**config.mk**
```make
export PLATFORM = sky130hd
export DESIGN_NAME = servo_barrier_ramp_controller_unit
export DESIGN_NICKNAME = d
export VERILOG_FILES = /design/src/rtl/sbrc_pkg.sv /design/src/rtl/servo_barrier_ramp_controller_unit.sv /design/src/rtl/sbrc_ramp.sv /design/src/rtl/sbrc_pwm.sv
export SDC_FILE = /design/constraint.sdc
export NUM_CORES = 1
export LEC_CHECK = 0
export ABC_AREA = 0
export BUFFER_PORTS_ARGS = -buffer_cell sky130_fd_sc_hd__buf_2
export CAP_MARGIN = 20
export CELL_PAD_IN_SITES_DETAIL_PLACEMENT = 1
export CELL_PAD_IN_SITES_GLOBAL_PLACEMENT = 2
export CORE_UTILIZATION = 44
export CTS_CLUSTER_SIZE = 25
export DETAILED_ROUTE_END_ITERATION = 8
export PLACE_DENSITY_LB_ADDON = 0.15
export SLEW_MARGIN = 10
export SYNTH_ARGS = -nofsm -noshare
export SYNTH_HDL_FRONTEND = slang
export SYNTH_HIERARCHICAL = 1
export SYNTH_SLANG_ARGS = --single-unit
```
**constraint.sdc**
```tcl
create_clock -name i_clk -period 15.15 [get_ports i_clk]
set_input_delay 0.7575 -clock i_clk [delete_from_list [all_inputs] [get_ports i_clk]]
set_output_delay 0.7575 -clock i_clk [all_outputs]
set_load 0.05 [all_outputs]
```
**src/rtl/sbrc_pkg.sv**
```systemverilog
// Shared types and constants for the barrier servo ramp controller.
// Depends on nothing; imported by the ramp, scaling and top-level modules.
package sbrc_pkg;

    // Field widths
    localparam int STEP_W  = 8;
    localparam int POS_W   = 12;
    localparam int LEVEL_W = 13;
    localparam int MODE_W  = 2;
    localparam int CFG_IDX_W  = 2;
    localparam int CFG_DATA_W = 12;

    // Register indexes on the configuration port
    localparam logic [CFG_IDX_W-1:0] CFG_STEP_SIZE   = 2'd0;
    localparam logic [CFG_IDX_W-1:0] CFG_LOWER_LIMIT = 2'd1;
    localparam logic [CFG_IDX_W-1:0] CFG_UPPER_LIMIT = 2'd2;

    // Reset values of the registers and the position
    localparam logic [STEP_W-1:0] STEP_RESET  = 8'd5;
    localparam logic [POS_W-1:0]  LOWER_RESET = 12'd1000;
    localparam logic [POS_W-1:0]  UPPER_RESET = 12'd2000;

    // PWM scaling: level = floor(width * PWM_WRAP / PERIOD_US).
    // The reciprocal is rounded up; with a 26-bit shift the error stays
    // below the smallest fractional gap for every 12-bit width.
    localparam longint PWM_WRAP   = 39062;
    localparam longint PERIOD_US  = 20000;
    localparam int     PWM_SHIFT  = 26;
    localparam int     RECIP_W    = 27;
    localparam longint PWM_RECIP_L =
        (PWM_WRAP * (longint'(1) << PWM_SHIFT) + PERIOD_US - 1) / PERIOD_US;
    localparam logic [RECIP_W-1:0] PWM_RECIP = RECIP_W'(PWM_RECIP_L);

    typedef enum logic [MODE_W-1:0] {
        MODE_IDLE    = 2'd0,
        MODE_MOVING  = 2'd1,
        MODE_BLOCKED = 2'd2
    } t_mode;

    // Barrier state carried from tick to tick
    typedef struct packed {
        t_mode             mode;
        logic [POS_W-1:0]  position;
        logic              moving_up;
    } t_state;

    // One tick as held in the input register
    typedef struct packed {
        logic              command_valid;
        logic [MODE_W-1:0] command_mode;
        logic              command_up;
        logic              safety_valid;
        logic              safety_clear;
    } t_tick;

    // Configuration as seen by the ramp logic
    typedef struct packed {
        logic [STEP_W-1:0] step_size;
        logic [POS_W-1:0]  lower_limit;
        logic [POS_W-1:0]  upper_limit;
    } t_cfg;

endpackage

```
**src/rtl/servo_barrier_ramp_controller_unit.sv**
```systemverilog
// Barrier servo ramp controller: input register, state update, PWM scaling.
// Depends on sbrc_pkg, sbrc_ramp and sbrc_pwm.
// After its input transfer, a result passes the state register, then the
// result register after the PWM scaling.
// Throughput: one item per cycle; a stage stalls only when the stage after it
// is full and the output is held.
// Reset: synchronous, active low; mode idle, width 1000, registers at defaults.
module servo_barrier_ramp_controller_unit (
    input  logic                             i_clk,
    input  logic                             i_rst_n,
    // Configuration writes
    input  logic                             i_cfg_wr_en,
    input  logic [sbrc_pkg::CFG_IDX_W-1:0]   i_cfg_index,
    input  logic [sbrc_pkg::CFG_DATA_W-1:0]  i_cfg_data,
    // Tick input
    input  logic                             i_valid,
    output logic                             o_ready,
    input  logic                             i_command_valid,
    input  logic [sbrc_pkg::MODE_W-1:0]      i_command_mode,
    input  logic                             i_command_up,
    input  logic                             i_safety_valid,
    input  logic                             i_safety_clear,
    // Result output
    output logic                             o_valid,
    input  logic                             i_ready,
    output logic [sbrc_pkg::POS_W-1:0]       o_pulse_width,
    output logic [sbrc_pkg::LEVEL_W-1:0]     o_pwm_level,
    output logic [sbrc_pkg::MODE_W-1:0]      o_mode
);
    import sbrc_pkg::*;

    t_cfg                r_cfg;
    t_state              r_state;
    t_state              n_state;
    t_tick               r_tick;
    logic                r_in_valid;
    logic                r_mid_valid;
    logic [POS_W-1:0]    r_mid_width;
    t_mode               r_mid_mode;
    logic                r_out_valid;
    logic [POS_W-1:0]    r_out_width;
    logic [LEVEL_W-1:0]  r_out_level;
    t_mode               r_out_mode;
    logic [LEVEL_W-1:0]  n_level;
    logic                mid_ready;
    logic                out_ready;

    // Stall chain: each stage advances when the one after it can take data
    assign out_ready = !r_out_valid || i_ready;
    assign mid_ready = !r_mid_valid || out_ready;
    assign o_ready   = !r_in_valid || mid_ready;

    // Configuration registers; writes beyond the list are dropped
    always_ff @(posedge i_clk) begin
        if (!i_rst_n) begin
            r_cfg.step_size   <= STEP_RESET;
            r_cfg.lower_limit <= LOWER_RESET;
            r_cfg.upper_limit <= UPPER_RESET;
        end else if (i_cfg_wr_en) begin
            unique case (i_cfg_index)
                CFG_STEP_SIZE:   r_cfg.step_size   <= i_cfg_data[STEP_W-1:0];
                CFG_LOWER_LIMIT: r_cfg.lower_limit <= i_cfg_data[POS_W-1:0];
                CFG_UPPER_LIMIT: r_cfg.upper_limit <= i_cfg_data[POS_W-1:0];
                default: ;
            endcase
        end
    end

    // Capture the tick on an input transfer
    always_ff @(posedge i_clk) begin
        if (!i_rst_n) begin
            r_in_valid <= 1'b0;
        end else if (o_ready) begin
            r_in_valid <= i_valid;
        end
    end

    always_ff @(posedge i_clk) begin
        if (i_valid && o_ready) begin
            r_tick.command_valid <= i_command_valid;
            r_tick.command_mode  <= i_command_mode;
            r_tick.command_up    <= i_command_up;
            r_tick.safety_valid  <= i_safety_valid;
            r_tick.safety_clear  <= i_safety_clear;
        end
    end

    sbrc_ramp u_ramp (
        .i_state (r_state),
        .i_tick  (r_tick),
        .i_cfg   (r_cfg),
        .o_state (n_state)
    );

    // Advance the barrier state and hand width and mode to the scaling stage
    always_ff @(posedge i_clk) begin
        if (!i_rst_n) begin
            r_state.mode      <= MODE_IDLE;
            r_state.position  <= LOWER_RESET;
            r_state.moving_up <= 1'b0;
            r_mid_valid       <= 1'b0;
        end else if (mid_ready) begin
            r_mid_valid <= r_in_valid;
            if (r_in_valid) begin
                r_state <= n_state;
            end
        end
    end

    always_ff @(posedge i_clk) begin
        if (r_in_valid && mid_ready) begin
            r_mid_width <= n_state.position;
            r_mid_mode  <= n_state.mode;
        end
    end

    sbrc_pwm u_pwm (
        .i_width (r_mid_width),
        .o_level (n_level)
    );

    // Result register; hold while the transfer is stalled
    always_ff @(posedge i_clk) begin
        if (!i_rst_n) begin
            r_out_valid <= 1'b0;
        end else if (out_ready) begin
            r_out_valid <= r_mid_valid;
        end
    end

    always_ff @(posedge i_clk) begin
        if (r_mid_valid && out_ready) begin
            r_out_width <= r_mid_width;
            r_out_level <= n_level;
            r_out_mode  <= r_mid_mode;
        end
    end

    assign o_valid       = r_out_valid;
    assign o_pulse_width = r_out_width;
    assign o_pwm_level   = r_out_level;
    assign o_mode        = r_out_mode;

endmodule

```
**src/rtl/sbrc_ramp.sv**
```systemverilog
// Next-state logic of the barrier: command decode, ramp step, clamping.
// Depends on sbrc_pkg for the state, tick and configuration structs.
module sbrc_ramp (
    input  sbrc_pkg::t_state i_state,
    input  sbrc_pkg::t_tick  i_tick,
    input  sbrc_pkg::t_cfg   i_cfg,
    output sbrc_pkg::t_state o_state
);
    import sbrc_pkg::*;

    t_mode            cmd_mode;
    t_mode            mode_a;
    logic             up_a;
    logic [POS_W:0]   up_sum;
    logic [POS_W:0]   down_floor;
    logic             hit_upper;
    logic             hit_lower;

    // Decode the commanded mode; the unused code means idle
    always_comb begin
        unique case (i_tick.command_mode)
            MODE_MOVING:  cmd_mode = MODE_MOVING;
            MODE_BLOCKED: cmd_mode = MODE_BLOCKED;
            default:      cmd_mode = MODE_IDLE;
        endcase
    end

    // Apply a command, if any
    assign mode_a = i_tick.command_valid ? cmd_mode : i_state.mode;
    assign up_a   = i_tick.command_valid ? i_tick.command_up : i_state.moving_up;

    // Limit checks: raising reaches the upper limit when pos + step >= upper,
    // lowering reaches the lower limit when pos <= lower + step
    assign up_sum     = {1'b0, i_state.position} + {5'b0, i_cfg.step_size};
    assign down_floor = {1'b0, i_cfg.lower_limit} + {5'b0, i_cfg.step_size};
    assign hit_upper  = up_sum >= {1'b0, i_cfg.upper_limit};
    assign hit_lower  = {1'b0, i_state.position} <= down_floor;

    // Step, clamp and change mode
    always_comb begin
        o_state.mode      = mode_a;
        o_state.position  = i_state.position;
        o_state.moving_up = up_a;
        case (mode_a)
            MODE_MOVING: begin
                if (up_a) begin
                    if (hit_upper) begin
                        o_state.position = i_cfg.upper_limit;
                        o_state.mode     = MODE_BLOCKED;
                    end else begin
                        o_state.position = up_sum[POS_W-1:0];
                    end
                end else begin
                    if (hit_lower) begin
                        o_state.position = i_cfg.lower_limit;
                        o_state.mode     = MODE_IDLE;
                    end else begin
                        o_state.position = i_state.position - {4'b0, i_cfg.step_size};
                    end
                end
            end
            MODE_BLOCKED: begin
                // Path clear releases the barrier downward, unless a command came
                if (!i_tick.command_valid && i_tick.safety_valid && i_tick.safety_clear) begin
                    o_state.mode      = MODE_MOVING;
                    o_state.moving_up = 1'b0;
                end
            end
            default: begin
                o_state.mode = mode_a;
            end
        endcase
    end

endmodule

```
**src/rtl/sbrc_pwm.sv**
```systemverilog
// PWM compare level from the pulse width by reciprocal multiplication.
// Depends on sbrc_pkg for widths and the scaling constant.
module sbrc_pwm (
    input  logic [sbrc_pkg::POS_W-1:0]   i_width,
    output logic [sbrc_pkg::LEVEL_W-1:0] o_level
);
    import sbrc_pkg::*;

    logic [POS_W+RECIP_W-1:0] prod;

    // Scale by the rounded-up reciprocal and drop the fraction
    assign prod    = {{RECIP_W{1'b0}}, i_width} * {{POS_W{1'b0}}, PWM_RECIP};
    assign o_level = prod[PWM_SHIFT +: LEVEL_W];

endmodule
```
# ---- After elaboration in Yosys (flattened, before gate mapping)
# Cells that the tools add are included.
dict set report op_classes {
  muxes 13
  add_sub_neg 3
  reduce_logical 17
  mul 1
  shifts 0
  bitwise 0
  eq_ne 6
  magnitude_cmp 2
  n_div 0
}
# op n
set op_table {}
lappend op_table {{12-bit by 27-bit multiplier with 39-bit output, second input constant} 1}
lappend op_table {{12-bit two-way mux} 3}
lappend op_table {{12-bit by 8-bit adder with 13-bit output} 2}
lappend op_table {{14-bit two-way mux} 1}
lappend op_table {{13-bit by 12-bit >= comparator with 1-bit output} 1}
lappend op_table {{12-bit by 13-bit less-or-equal comparator with 1-bit output} 1}
lappend op_table {{12-bit by 8-bit subtractor with 12-bit output} 1}
lappend op_table {{2-bit two-way mux} 4}
lappend op_table {{2-bit case mux with 2 select lines} 2}
lappend op_table {{2-bit AND reduction} 4}
lappend op_table {{2-bit by 1-bit == test with 1-bit output, second input constant} 3}
lappend op_table {{2-bit == test, second input constant} 3}
lappend op_table {{1-bit logical AND} 5}
lappend op_table {{1-bit zero test} 4}
lappend op_table {{1-bit logical OR} 3}
lappend op_table {{1-bit two-way mux} 3}
lappend op_table {{2-bit zero test} 1}
dict set report totals {
  elab_cells 61
  out_inout_bits 29
  ram_bits 0
  inputBits 25
  memories 0
  rom_bits 0
  latch_bits 0
  ff_bits 97
}

# ---- Longest topological paths before layout
# Gate-level depths: netlist of the first run.
dict set report depth {
  ltp_word 6
  depth_mapped 20
  mapped_depth_nobuf 19
}

# ---- Hierarchy
# Netlist of the first run, hierarchy kept.
# module seq_area_each_um2 instances area_per_inst_um2 cells_each
set modules_own_cells {}
lappend modules_own_cells {sbrc_pwm 0.0 1 5451.5 606}
lappend modules_own_cells {servo_barrier_ramp_controller_unit 2412.3 1 3343.2 260}
lappend modules_own_cells {sbrc_ramp 0.0 1 2526.2 338}

# ---- Worst setup path before layout of the first run
# OpenSTA, ideal clock, no wires.
dict set report synth_timing {
  path_kind {flip-flop to flip-flop}
  from {reg r_mid_width[9]}
  to {reg r_out_level[12], in the netlist o_pwm_level[12] (data pin)}
  t_arrival_ns 5.025
  synth_period_minus_slack_ns 5.284
  n_path_buf 0
  required_time_ns 14.890
  setup_time_ns 0.260
  slack_ns 9.866
  stages_incl_launch_ff 18
  path_cell_list {edfxtp_1 > fa_1 > inv_1 > fa_1 > inv_1 > fa_1 > fa_1 > inv_1 > fa_1 > inv_1 > ha_1 > nand4_1 > nor2_1 > nand4_1 > a311oi_4 > o21ai_0 > a31oi_1 > xnor2_1}
}
dict set report synth_between {
  elab_chain_len 1
}
# element line
set synth_lines {}
lappend synth_lines {{from (decl)} servo_barrier_ramp_controller_unit.sv:38} ;# logic [POS_W-1:0] r_mid_width;
lappend synth_lines {{from (signal assigned)} servo_barrier_ramp_controller_unit.sv:112} ;# r_mid_width <= n_state.position;
lappend synth_lines {{12-bit by 27-bit multiplier with 39-bit output} sbrc_pwm.sv:12} ;# assign prod = {{RECIP_W{1'b0}}, i_width} * {{POS_W{1'b0}}, PWM_RECIP};
lappend synth_lines {{named net n_level[12]} servo_barrier_ramp_controller_unit.sv:44} ;# logic [LEVEL_W-1:0] n_level;
lappend synth_lines {{to (signal assigned)} servo_barrier_ramp_controller_unit.sv:134} ;# r_out_level <= n_level;
lappend synth_lines {{to (decl)} servo_barrier_ramp_controller_unit.sv:42} ;# logic [LEVEL_W-1:0] r_out_level;
# The timed path passes the listed nets, and every way through them passes these cells.
# A chain may end at the register's enable or synchronous reset.

# ---- Worst setup path after layout of the first run
# Same ends and word-level chain as after synthesis.

==> results of run 1 <==
cell usage in the layout (no fill, tap or decap), drive strengths merged, types with 11 or more instances in the layout:
cell and count:
nor3 12, nand2 110, xnor2 27, edfxtp 47, xor2 17, mux2i 39
nor2 47, o21a 14, a21oi 40, a21o 16, ha 152, buf 54
nor2b 19, dfxtp 50, inv 251, nand2b 12, nand3 29, a21boi 15
o21ai 38, o221ai 11, fa 117
final cells by class:
| type | count | area, sq um |
|---|---|---|
| Multi-Input combinational cell | 833 | 7840 |
| Clock buffer | 10 | 250 |
| Fill cell | 2897 | 13000 |
| Timing Repair Buffer | 54 | 273 |
| Sequential cell | 97 | 2410 |
| Inverter | 247 | 927 |
| Tap cell | 330 | 413 |
| Clock inverter | 6 | 52.6 |
kinds of logic (layout without fill, tap and decap cells):
logic type | Yosys count | count (layout) | synth area share (%)
AO/OA/AOI/OAI | 199 | 199 | 12.4
XOR/XNOR | 44 | 44 | 3.40
adder cells (fa/ha/maj) | 269 | 269 | 37.5
buffers and inverters | 274 | 317 | 9.47
flip-flops | 97 | 97 | 21.3
multiplexers | 44 | 44 | 3.98
AND/OR/NAND/NOR | 277 | 277 | 12.0
per-stage QoR:
step / hold WS, ns / setup WS [ns] / util (%) / total power, mW / cells
after floorplan: 0.400 / 9.87 / - / 1.92 / 1204
after global placement: 0.406 / 9.07 / 47.1 / 2.43 / 1561
after detailed placement: 0.413 / 9.06 / 47.1 / 2.46 / 1561
after CTS: 0.430 / 9.04 / 48.3 / 2.71 / 1577
after global routing: 0.435 / 8.78 / 48.3 / 3.00 / 1577
final: 0.426 / 9.02 / 48.3 / 2.69 / 1577
worst max-delay path by stage:
stage / cells past startpoint / slack [ns] / to
after global routing: 17 / 8.78 / o_pwm_level[12]
after floorplan: 17 / 9.87 / o_pwm_level[12]
final: 17 / 9.02 / o_pwm_level[12]
after detailed placement: 17 / 9.06 / o_pwm_level[12]
after global placement: 17 / 9.07 / o_pwm_level[12]
after CTS: 17 / 9.04 / o_pwm_level[12]
metal layers:
metal	track usage (%)	share of wire (%)
met1	28.2	41
met2	48.5	55
met3	2.16	1.5
met4	8.02	2.8
met5	0	0
Yosys cell counts, drive strengths merged (17+ instances only):
| master | number | area [sq um] |
|---|---|---|
| nand3 | 29 | 145 |
| edfxtp | 47 | 1410 |
| xnor2 | 27 | 236 |
| o21ai | 38 | 201 |
| nor2b | 19 | 126 |
| xor2 | 17 | 149 |
| mux2i | 39 | 390 |
| dfxtp | 50 | 1000 |
| nor2 | 47 | 193 |
| ha | 152 | 1900 |
| fa | 117 | 2340 |
| a21oi | 40 | 211 |
| inv | 247 | 927 |
| nand2 | 110 | 413 |
flip-flops by register name (all words and copies together), names as in the netlist, 2 cells and up:
signal and flops:
o_mode 2, r_mid_width 12, o_pulse_width 12, r_cfg 32, r_tick 6, o_pwm_level 13, r_state 15, r_mid_mode 2
report_power, final:
group | leakage, nW | switching (mW) | total, mW | internal (mW)
clock | 0.151 | 0.115 | 0.240 | 0.125
combinational | 4.77 | 1.27 | 2.07 | 0.800
sequential | 0.845 | 0.0180 | 0.372 | 0.354
critical path, stage by stage, from the launching register on:
cell and delay [ns]:
edfxtp_1 0.56, fa_1 0.72, inv_1 0.22, fa_1 0.59, inv_1 0.06, fa_1 0.51, fa_1 0.54, inv_1 0.05
fa_1 0.54, inv_1 0.05, ha_1 0.31, nand4_1 0.17, nor2_1 0.34, nand4_1 0.21, a311oi_4 0.41, o21ai_0 0.27
a31oi_1 0.24, xnor2_1 0.08
==> flow_metrics.env, run 1 <==
export IMPL_drv_slew=0
export IMPL_min_delay_start="r_mid_mode[1]"
export IMPL_hold_path_class="flop to flop"
export IMPL_synth_ff_type="dfxtp_1"
export IMPL_antenna_found_initial=0
export IMPL_cts_buffers=9
export IMPL_clkLatencyLatePin_ns=0.36
export IMPL_antenna_cells=0
export IMPL_postCtsHoldBufs=0
export IMPL_async_flop_share_pct=0
export IMPL_fin_crit_ns=6.13
export IMPL_place_hpwl_mm=26.5
export IMPL_synth_edf_count=47
export IMPL_path_clk_slew_ns=0.08
export IMPL_finalCritPeriodShare_pct=40.5
export IMPL_reg2reg_to="o_pwm_level[12]"
export IMPL_drive_above_1_share_pct=7.38
export IMPL_min_delay_path_depth=0
export IMPL_syn_inst=1204
export IMPL_worstMarginPinSlew_ns=1.04
export IMPL_dr_pass1_iters=4
export IMPL_setup_violations=0
export IMPL_powerDensity_nw_per_um2=221
export IMPL_initial_utilization_pct=45.0
export IMPL_cp_end_kind="flop"
export IMPL_routed_via_density=5.27
export IMPL_clock_path_buffers=2
export IMPL_vias=8309
export IMPL_cts_resized_gates=0
export IMPL_rsz0062_at_grt="no"
export IMPL_die_area_sq_um=26400
export IMPL_r2r_slack_ns=9.02
export IMPL_dieHeight_um=162
export IMPL_dpl_cell_area_sq_um=11900
export IMPL_port_buffers=53
export IMPL_post_cts_buffers=0
export IMPL_holdPathEnd="o_mode[1]"
export IMPL_fin_area_sq_um=12200
export IMPL_drt_first_iter_violations=371
export IMPL_core_area_sq_um=25200
export IMPL_antenna_left=0
export IMPL_cp_max_fo=9
export IMPL_area_growth_syn_to_layout_pct=7.47
export IMPL_grt_pass1_wl_mm=49.8
export IMPL_startpoint="r_mid_width[9]"
export IMPL_drcViolationCount=0
export IMPL_syn_num_nets=1498
export IMPL_grt_overflow_total=0
export IMPL_drt_wirelength_per_cell_um=19.7
export IMPL_root_buffer="clkbuf_16"
export IMPL_rows=58
export IMPL_finClkSkew_ns=0.0189
export IMPL_ir_drop_uv=244
export IMPL_cts_sinks=97
export IMPL_grt_pass1_vias=9109
export IMPL_cts_max_level=3
export IMPL_syn_avg_cell_area_sq_um=9.40
export IMPL_ios=54
export IMPL_ys_seq_area_share_pct=21.3
export IMPL_finalSetupTns_ns=0
export IMPL_reg2reg_depth=17
export IMPL_grt_start_max_net_pins=60
export IMPL_cp_arrival_ns=6.24
export IMPL_fp_dieW_um=162
export IMPL_hold_violations=0
export IMPL_max_cap_violations=0
export IMPL_critPathKind="flop to flop"
export IMPL_final_nets=1536
export IMPL_synthesis_area_sq_um=11300
export IMPL_cts_tree="yes"
export IMPL_ys_types=78
export IMPL_required_ns=15.26
export IMPL_reg2reg_from="r_mid_width[9]"
export IMPL_yosys_warnings=6
export IMPL_start_kind="flop"
export IMPL_ys_ff_latch=97
export IMPL_outcome="finished clean"
export IMPL_grt_usage_pct=24.9
export IMPL_timing_slew_headroom_pct=28.8
export IMPL_routed_wl_mm=31.1
export IMPL_gp_congestion=0.861
export IMPL_p_leak_nw=5.76
export IMPL_clock_fmax_ghz=0.163
(Power assumes the default switching activity.)
==> inputs of run 2 (changes only) <==
--- a/config.mk
+++ b/config.mk
@@ -10,7 +10,7 @@
 export CAP_MARGIN = 20
 export CELL_PAD_IN_SITES_DETAIL_PLACEMENT = 1
 export CELL_PAD_IN_SITES_GLOBAL_PLACEMENT = 2
-export CORE_UTILIZATION = 44
+export CORE_UTILIZATION = 41
 export CTS_CLUSTER_SIZE = 25
 export DETAILED_ROUTE_END_ITERATION = 8
 export PLACE_DENSITY_LB_ADDON = 0.15
==> constraint.sdc (replaced) <==
create_clock -name i_clk -period 5.7 [get_ports i_clk]
set_input_delay 0.285 -clock i_clk [delete_from_list [all_inputs] [get_ports i_clk]]
set_output_delay 0.285 -clock i_clk [all_outputs]
set_load 0.05 [all_outputs]
==> run 2 against run 1 <==
Against the previous run: maximum frequency increased by 11%; sequential share of layout area decreased by 0.63 points; non-clock buffer count increased by 40; clock power increased to 2.8 times the previous value; global-route usage decreased by 1.3 points; sequential power increased to 2.6 times the previous value; first-iteration DRC count decreased by 8.1%; clock skew increased by 0.0087 ns.
==> flow_metrics.env, run 2 (synthesis gave the netlist of run 1 again) <==
export IMPL_fin_crit_ns=5.54
export IMPL_total_power_mw=7.67
export IMPL_final_nets=1576
export IMPL_clock_fmax_ghz=0.181
export IMPL_dr_pass1_iters=5
export IMPL_antenna_cells=0
export IMPL_powerDensity_nw_per_um2=611
export IMPL_cts_buffers=9
export IMPL_gp_congestion=0.889
export IMPL_path_clk_slew_ns=0.10
export IMPL_vias=8544
export IMPL_cts_max_level=3
export IMPL_outcome="finished clean"
export IMPL_postCtsHoldBufs=0
export IMPL_grt_pass1_wl_mm=50.5
export IMPL_drt_wirelength_per_cell_um=19.9
export IMPL_setup_violations=0
export IMPL_drt_first_iter_violations=341
export IMPL_drv_slew=0
export IMPL_top_register="r_cfg"
export IMPL_place_hpwl_mm=27.3
export IMPL_p_leak_nw=5.95
export IMPL_required_ns=5.95
export IMPL_timing_slew_headroom_pct=27.3
export IMPL_max_cap_violations=0
export IMPL_largest_reg_flops=32
export IMPL_clkLatencyLatePin_ns=0.37
export IMPL_rows=60
export IMPL_hold_worst_slack_ns=0.0974
export IMPL_dp_cells=1607
export IMPL_layout_common_cells="inv_1, ha_1, fa_1"
export IMPL_grt_pass1_vias=9228
export IMPL_initial_utilization_pct=41.9
export IMPL_cts_sinks=97
export IMPL_grt_start_max_net_pins=60
export IMPL_area_growth_syn_to_layout_pct=11.0
export IMPL_hold_violations=0
export IMPL_antenna_found_initial=0
export IMPL_ir_drop_uv=349
export IMPL_start_kind="flop"
export IMPL_critPathKind="flop to flop"
export IMPL_hold_path_class="primary input to flop"
export IMPL_dieHeight_um=168
export IMPL_antenna_left=0
export IMPL_ios=54
export IMPL_root_buffer="clkbuf_16"
export IMPL_dpl_cell_area_sq_um=12100
export IMPL_core_area_sq_um=27000
export IMPL_worstMarginPinSlew_ns=1.09
export IMPL_fin_area_sq_um=12600
export IMPL_die_area_sq_um=28300
export IMPL_layout_commonest_cell="inv_1"
export IMPL_clock_path_buffers=2
export IMPL_cp_arrival_ns=5.79
export IMPL_grt_overflow_total=0
export IMPL_drive_above_1_share_pct=11.1
export IMPL_instances_no_fill=1628
export IMPL_finalSetupTns_ns=0
export IMPL_routed_wl_mm=32.4
export IMPL_cp_end_kind="flop"
export IMPL_routed_via_density=5.25
export IMPL_port_buffers=53
export IMPL_finalCritPeriodShare_pct=97.2
export IMPL_cp_max_fo=6
export IMPL_finClkSkew_ns=0.0275
export IMPL_grt_usage_pct=23.6
export IMPL_cts_tree="yes"
export IMPL_fp_dieW_um=168
export IMPL_drcViolationCount=0
[run 2: worst paths after layout]
check	from	endpoint	slack, ns	depth (start not counted)
worst max-delay path	r_mid_width[11]	o_pwm_level[11]	0.16	18
worst min-delay path	i_command_up	r_tick[2]	0.1	1
worst max register to register	r_mid_width[11]	o_pwm_level[11]	0.16	18
worst min register to register	r_mid_mode[0]	o_mode[0]	0.42	0
[run 2: final cells by class]
| type | instances | area [sq um] |
|---|---|---|
| Tap cell | 341 | 427 |
| Clock buffer | 10 | 250 |
| Sequential cell | 97 | 2410 |
| Inverter | 247 | 931 |
| Fill cell | 3144 | 14500 |
| Timing Repair Buffer | 94 | 577 |
| Clock inverter | 6 | 56.3 |
| Multi-Input combinational cell | 833 | 7910 |
[run 2: per-layer routing]
layer / track usage, % / vias up / part of all wire [%]
li1: - / 4153 / -
met1: 26.4 / 4268 / 41
met2: 46.1 / 80 / 54
met3: 2.12 / 43 / 1.3
met4: 9.05 / 0 / 3.2
met5: 0 / - / 0
[run 2: power breakdown]
part / switching, mW / internal (mW)
clock network: 0.331 / 0.335
registers: 0.0421 / 0.942
logic: 3.56 / 2.47
total: 3.93 / 3.74
[run 2: metrics by stage]
| step | util, % | worst slack (ns) |
|---|---|---|
| floorplan | - | 0.416 |
| global placement | 44.9 | -0.272 |
| detailed placement | 44.9 | -0.225 |
| CTS | 46.1 | 0.0681 |
| global route | 46.5 | -0.0301 |
| finish | 46.5 | 0.161 |
[run 2: worst max-delay path, stage by stage (launching register included)]
cell        delay [ns]
edfxtp_1          0.43
fa_1              0.63
clkinvlp_4        0.24
fa_1              0.57
inv_1             0.06
fa_1              0.49
fa_1              0.54
inv_1             0.05
fa_1              0.53
inv_1             0.04
ha_1              0.30
nand4_1           0.18
nor2_2            0.20
nand4_1           0.17
a311oi_4          0.30
buf_6             0.16
nor2_4            0.05
or3_1             0.38
nand3_1           0.08
[run 2: repair_timing]
| item | 4_1_cts | 5_1_grt |
|---|---|---|
| setup buffers | 0 | 5 |
| setup endpoints to repair | 2 | 7 |
| pin swaps | 0 | 10 |
| resized for setup | 2 | 18 |
==> inputs of run 3 (changes only) <==
--- a/config.mk
+++ b/config.mk
@@ -10,6 +10,7 @@
 export CAP_MARGIN = 20
 export CELL_PAD_IN_SITES_DETAIL_PLACEMENT = 1
 export CELL_PAD_IN_SITES_GLOBAL_PLACEMENT = 2
+export CORE_MARGIN = 2
 export CORE_UTILIZATION = 41
 export CTS_CLUSTER_SIZE = 25
 export DETAILED_ROUTE_END_ITERATION = 8
==> run 3 against run 2 <==
Against the previous run: sequential cell count did not move; largest power group unchanged; clock skew shrank 0.0071 ns; setup slack improved by 0.047 ns; via count is 0.22% lower; clock-buffer cell count is 1 lower; combinational power decreased by 4.2%; sequential power about the same.
==> flow_metrics.env, run 3 (synthesis gave the netlist of run 1 again) <==
export IMPL_hold_path_class="primary input to flop"
export IMPL_hold_violations=0
export IMPL_dieHeight_um=170
export IMPL_grt_pass1_vias=9353
export IMPL_finalCritPeriodShare_pct=96.4
export IMPL_root_buffer="clkbuf_16"
export IMPL_outcome="finished clean"
export IMPL_clkLatencyLatePin_ns=0.36
export IMPL_swShare_pct=52.1
export IMPL_crit_slowest_cell="fa_1"
export IMPL_ir_drop_uv=330
export IMPL_fp_dieW_um=170
export IMPL_antenna_left=0
export IMPL_powerDensity_nw_per_um2=592
export IMPL_p_leak_nw=5.91
export IMPL_worstMarginPinSlew_ns=0.954
export IMPL_dp_cells=1597
export IMPL_cp_max_fo=5
export IMPL_cts_buffers=9
export IMPL_drt_first_iter_violations=310
export IMPL_critPathKind="flop to flop"
export IMPL_dr_pass1_iters=4
export IMPL_cts_tree="yes"
export IMPL_grt_usage_pct=23.7
export IMPL_max_stage_delay_ns=0.63
export IMPL_layout_common_cells="inv_1, ha_1, fa_1"
export IMPL_setup_violations=0
export IMPL_grt_start_max_net_pins=60
export IMPL_timing_slew_headroom_pct=36.1
export IMPL_layout_commonest_cell="inv_1"
export IMPL_drive_above_1_share_pct=10.6
export IMPL_final_nets=1568
export IMPL_min_delay_path_depth=1
export IMPL_antenna_found_initial=0
export IMPL_antenna_cells=0
export IMPL_path_buf_inv=5
export IMPL_worstPathCellList="fa_1, clkinvlp_4, fa_1, inv_1, fa_1, fa_1, inv_1, fa_1, inv_1, ha_1, nand4_1, nor2_2, nand4_1, a311oi_4, buf_6, nor2_4, or3_1, nand3_1"
export IMPL_comb_power_share_pct=78.2
export IMPL_gp_congestion=0.873
export IMPL_rows=60
export IMPL_area_growth_syn_to_layout_pct=10.3
export IMPL_clock_path_buffers=2
export IMPL_cts_sinks=97
export IMPL_reg2reg_depth=18
export IMPL_total_power_mw=7.39
export IMPL_max_cap_violations=0
export IMPL_core_area_sq_um=27000
export IMPL_die_area_sq_um=29000
export IMPL_largest_reg_flops=32
export IMPL_fin_crit_ns=5.49
export IMPL_top_register="r_cfg"
export IMPL_required_ns=5.93
export IMPL_cp_common_cell="fa_1"
export IMPL_grt_pass1_wl_mm=52.1
export IMPL_ios=54
export IMPL_pwr_share_seq_pct=13.3
export IMPL_place_hpwl_mm=27.5
export IMPL_instances_no_fill=1620
export IMPL_path_depth=18
export IMPL_cts_max_level=3
export IMPL_cp_arrival_ns=5.73
export IMPL_finClkSkew_ns=0.0205
export IMPL_drv_slew=0
export IMPL_clock_fmax_ghz=0.182
export IMPL_intPower_mw=3.54
export IMPL_cp_end_kind="flop"
export IMPL_p_sw_mw=3.85
export IMPL_postCtsHoldBufs=0
export IMPL_drt_wirelength_per_cell_um=20.1
export IMPL_power_share_clock_pct=8.5
export IMPL_port_buffers=53
export IMPL_critPathTopFamily="adder cells"
export IMPL_start_kind="flop"
export IMPL_grt_overflow_total=0
export IMPL_vias=8525
export IMPL_routed_wl_mm=32.5
export IMPL_routed_via_density=5.26
export IMPL_drcViolationCount=0
export IMPL_path_clk_slew_ns=0.08
export IMPL_initial_utilization_pct=41.9
[run 3: layer usage]
metal  part of all wire [%]  track usage [%]
met2                     54             45.7
met4                    3.2             8.36
met3                    1.4             2.09
met5                      0                0
met1                     41             27.2
[run 3: what timing repair did]
item | in CTS | in global routing
pin swaps | 0 | 3
gates resized for setup | 2 | 16
setup buffers | 0 | 6
endpoints found under the setup margin | 3 | 8
endpoints found under the hold margin | 0 | 0
[run 3: final cells by class]
type,instances,area (sq um)
multi-input combinational,833,7890
fill,3108,14500
sequential,97,2410
tap,341,427
inverter,247,931
clock inverter,7,60.1
timing repair buffer,86,537
clock buffer,9,225
[run 3: per-stage QoR]
| stage | worst slack [ns] | util [%] | area, sq um | hold WS (ns) | setup TNS [ns] |
|---|---|---|---|---|---|
| floorplan | 0.416 | - | 11300 | 0.384 | 0 |
| global placement | -0.0868 | 44.6 | 12100 | 0.406 | -0.134 |
| detailed placement | -0.0795 | 44.6 | 12100 | 0.406 | -0.138 |
| CTS | 0.0622 | 45.7 | 12400 | 0.0877 | 0 |
| global route | -0.0402 | 46.2 | 12500 | 0.0871 | -0.109 |
| finish | 0.208 | 46.2 | 12500 | 0.101 | 0 |
[run 3: power groups by stage]
stage                     Combinational [mW]  Sequential (mW)  Clock, mW
after floorplan                         3.95             1.14          0
after global placement                  5.53             1.00          0
after CTS                               5.67            0.986      0.654
after global routing                    6.60            0.992      0.677
after detailed placement                5.63             1.00          0
final                                   5.77            0.984      0.629
[run 3: final timing paths]
| kind | start | to | slack (ns) |
|---|---|---|---|
| worst max-delay path | r_mid_width[11] | o_pwm_level[11] | 0.21 |
| worst min register to register | r_mid_mode[0] | o_mode[0] | 0.42 |
| worst max register to register | r_mid_width[11] | o_pwm_level[11] | 0.21 |
| worst min-delay path | i_safety_clear | r_tick[0] | 0.10 |
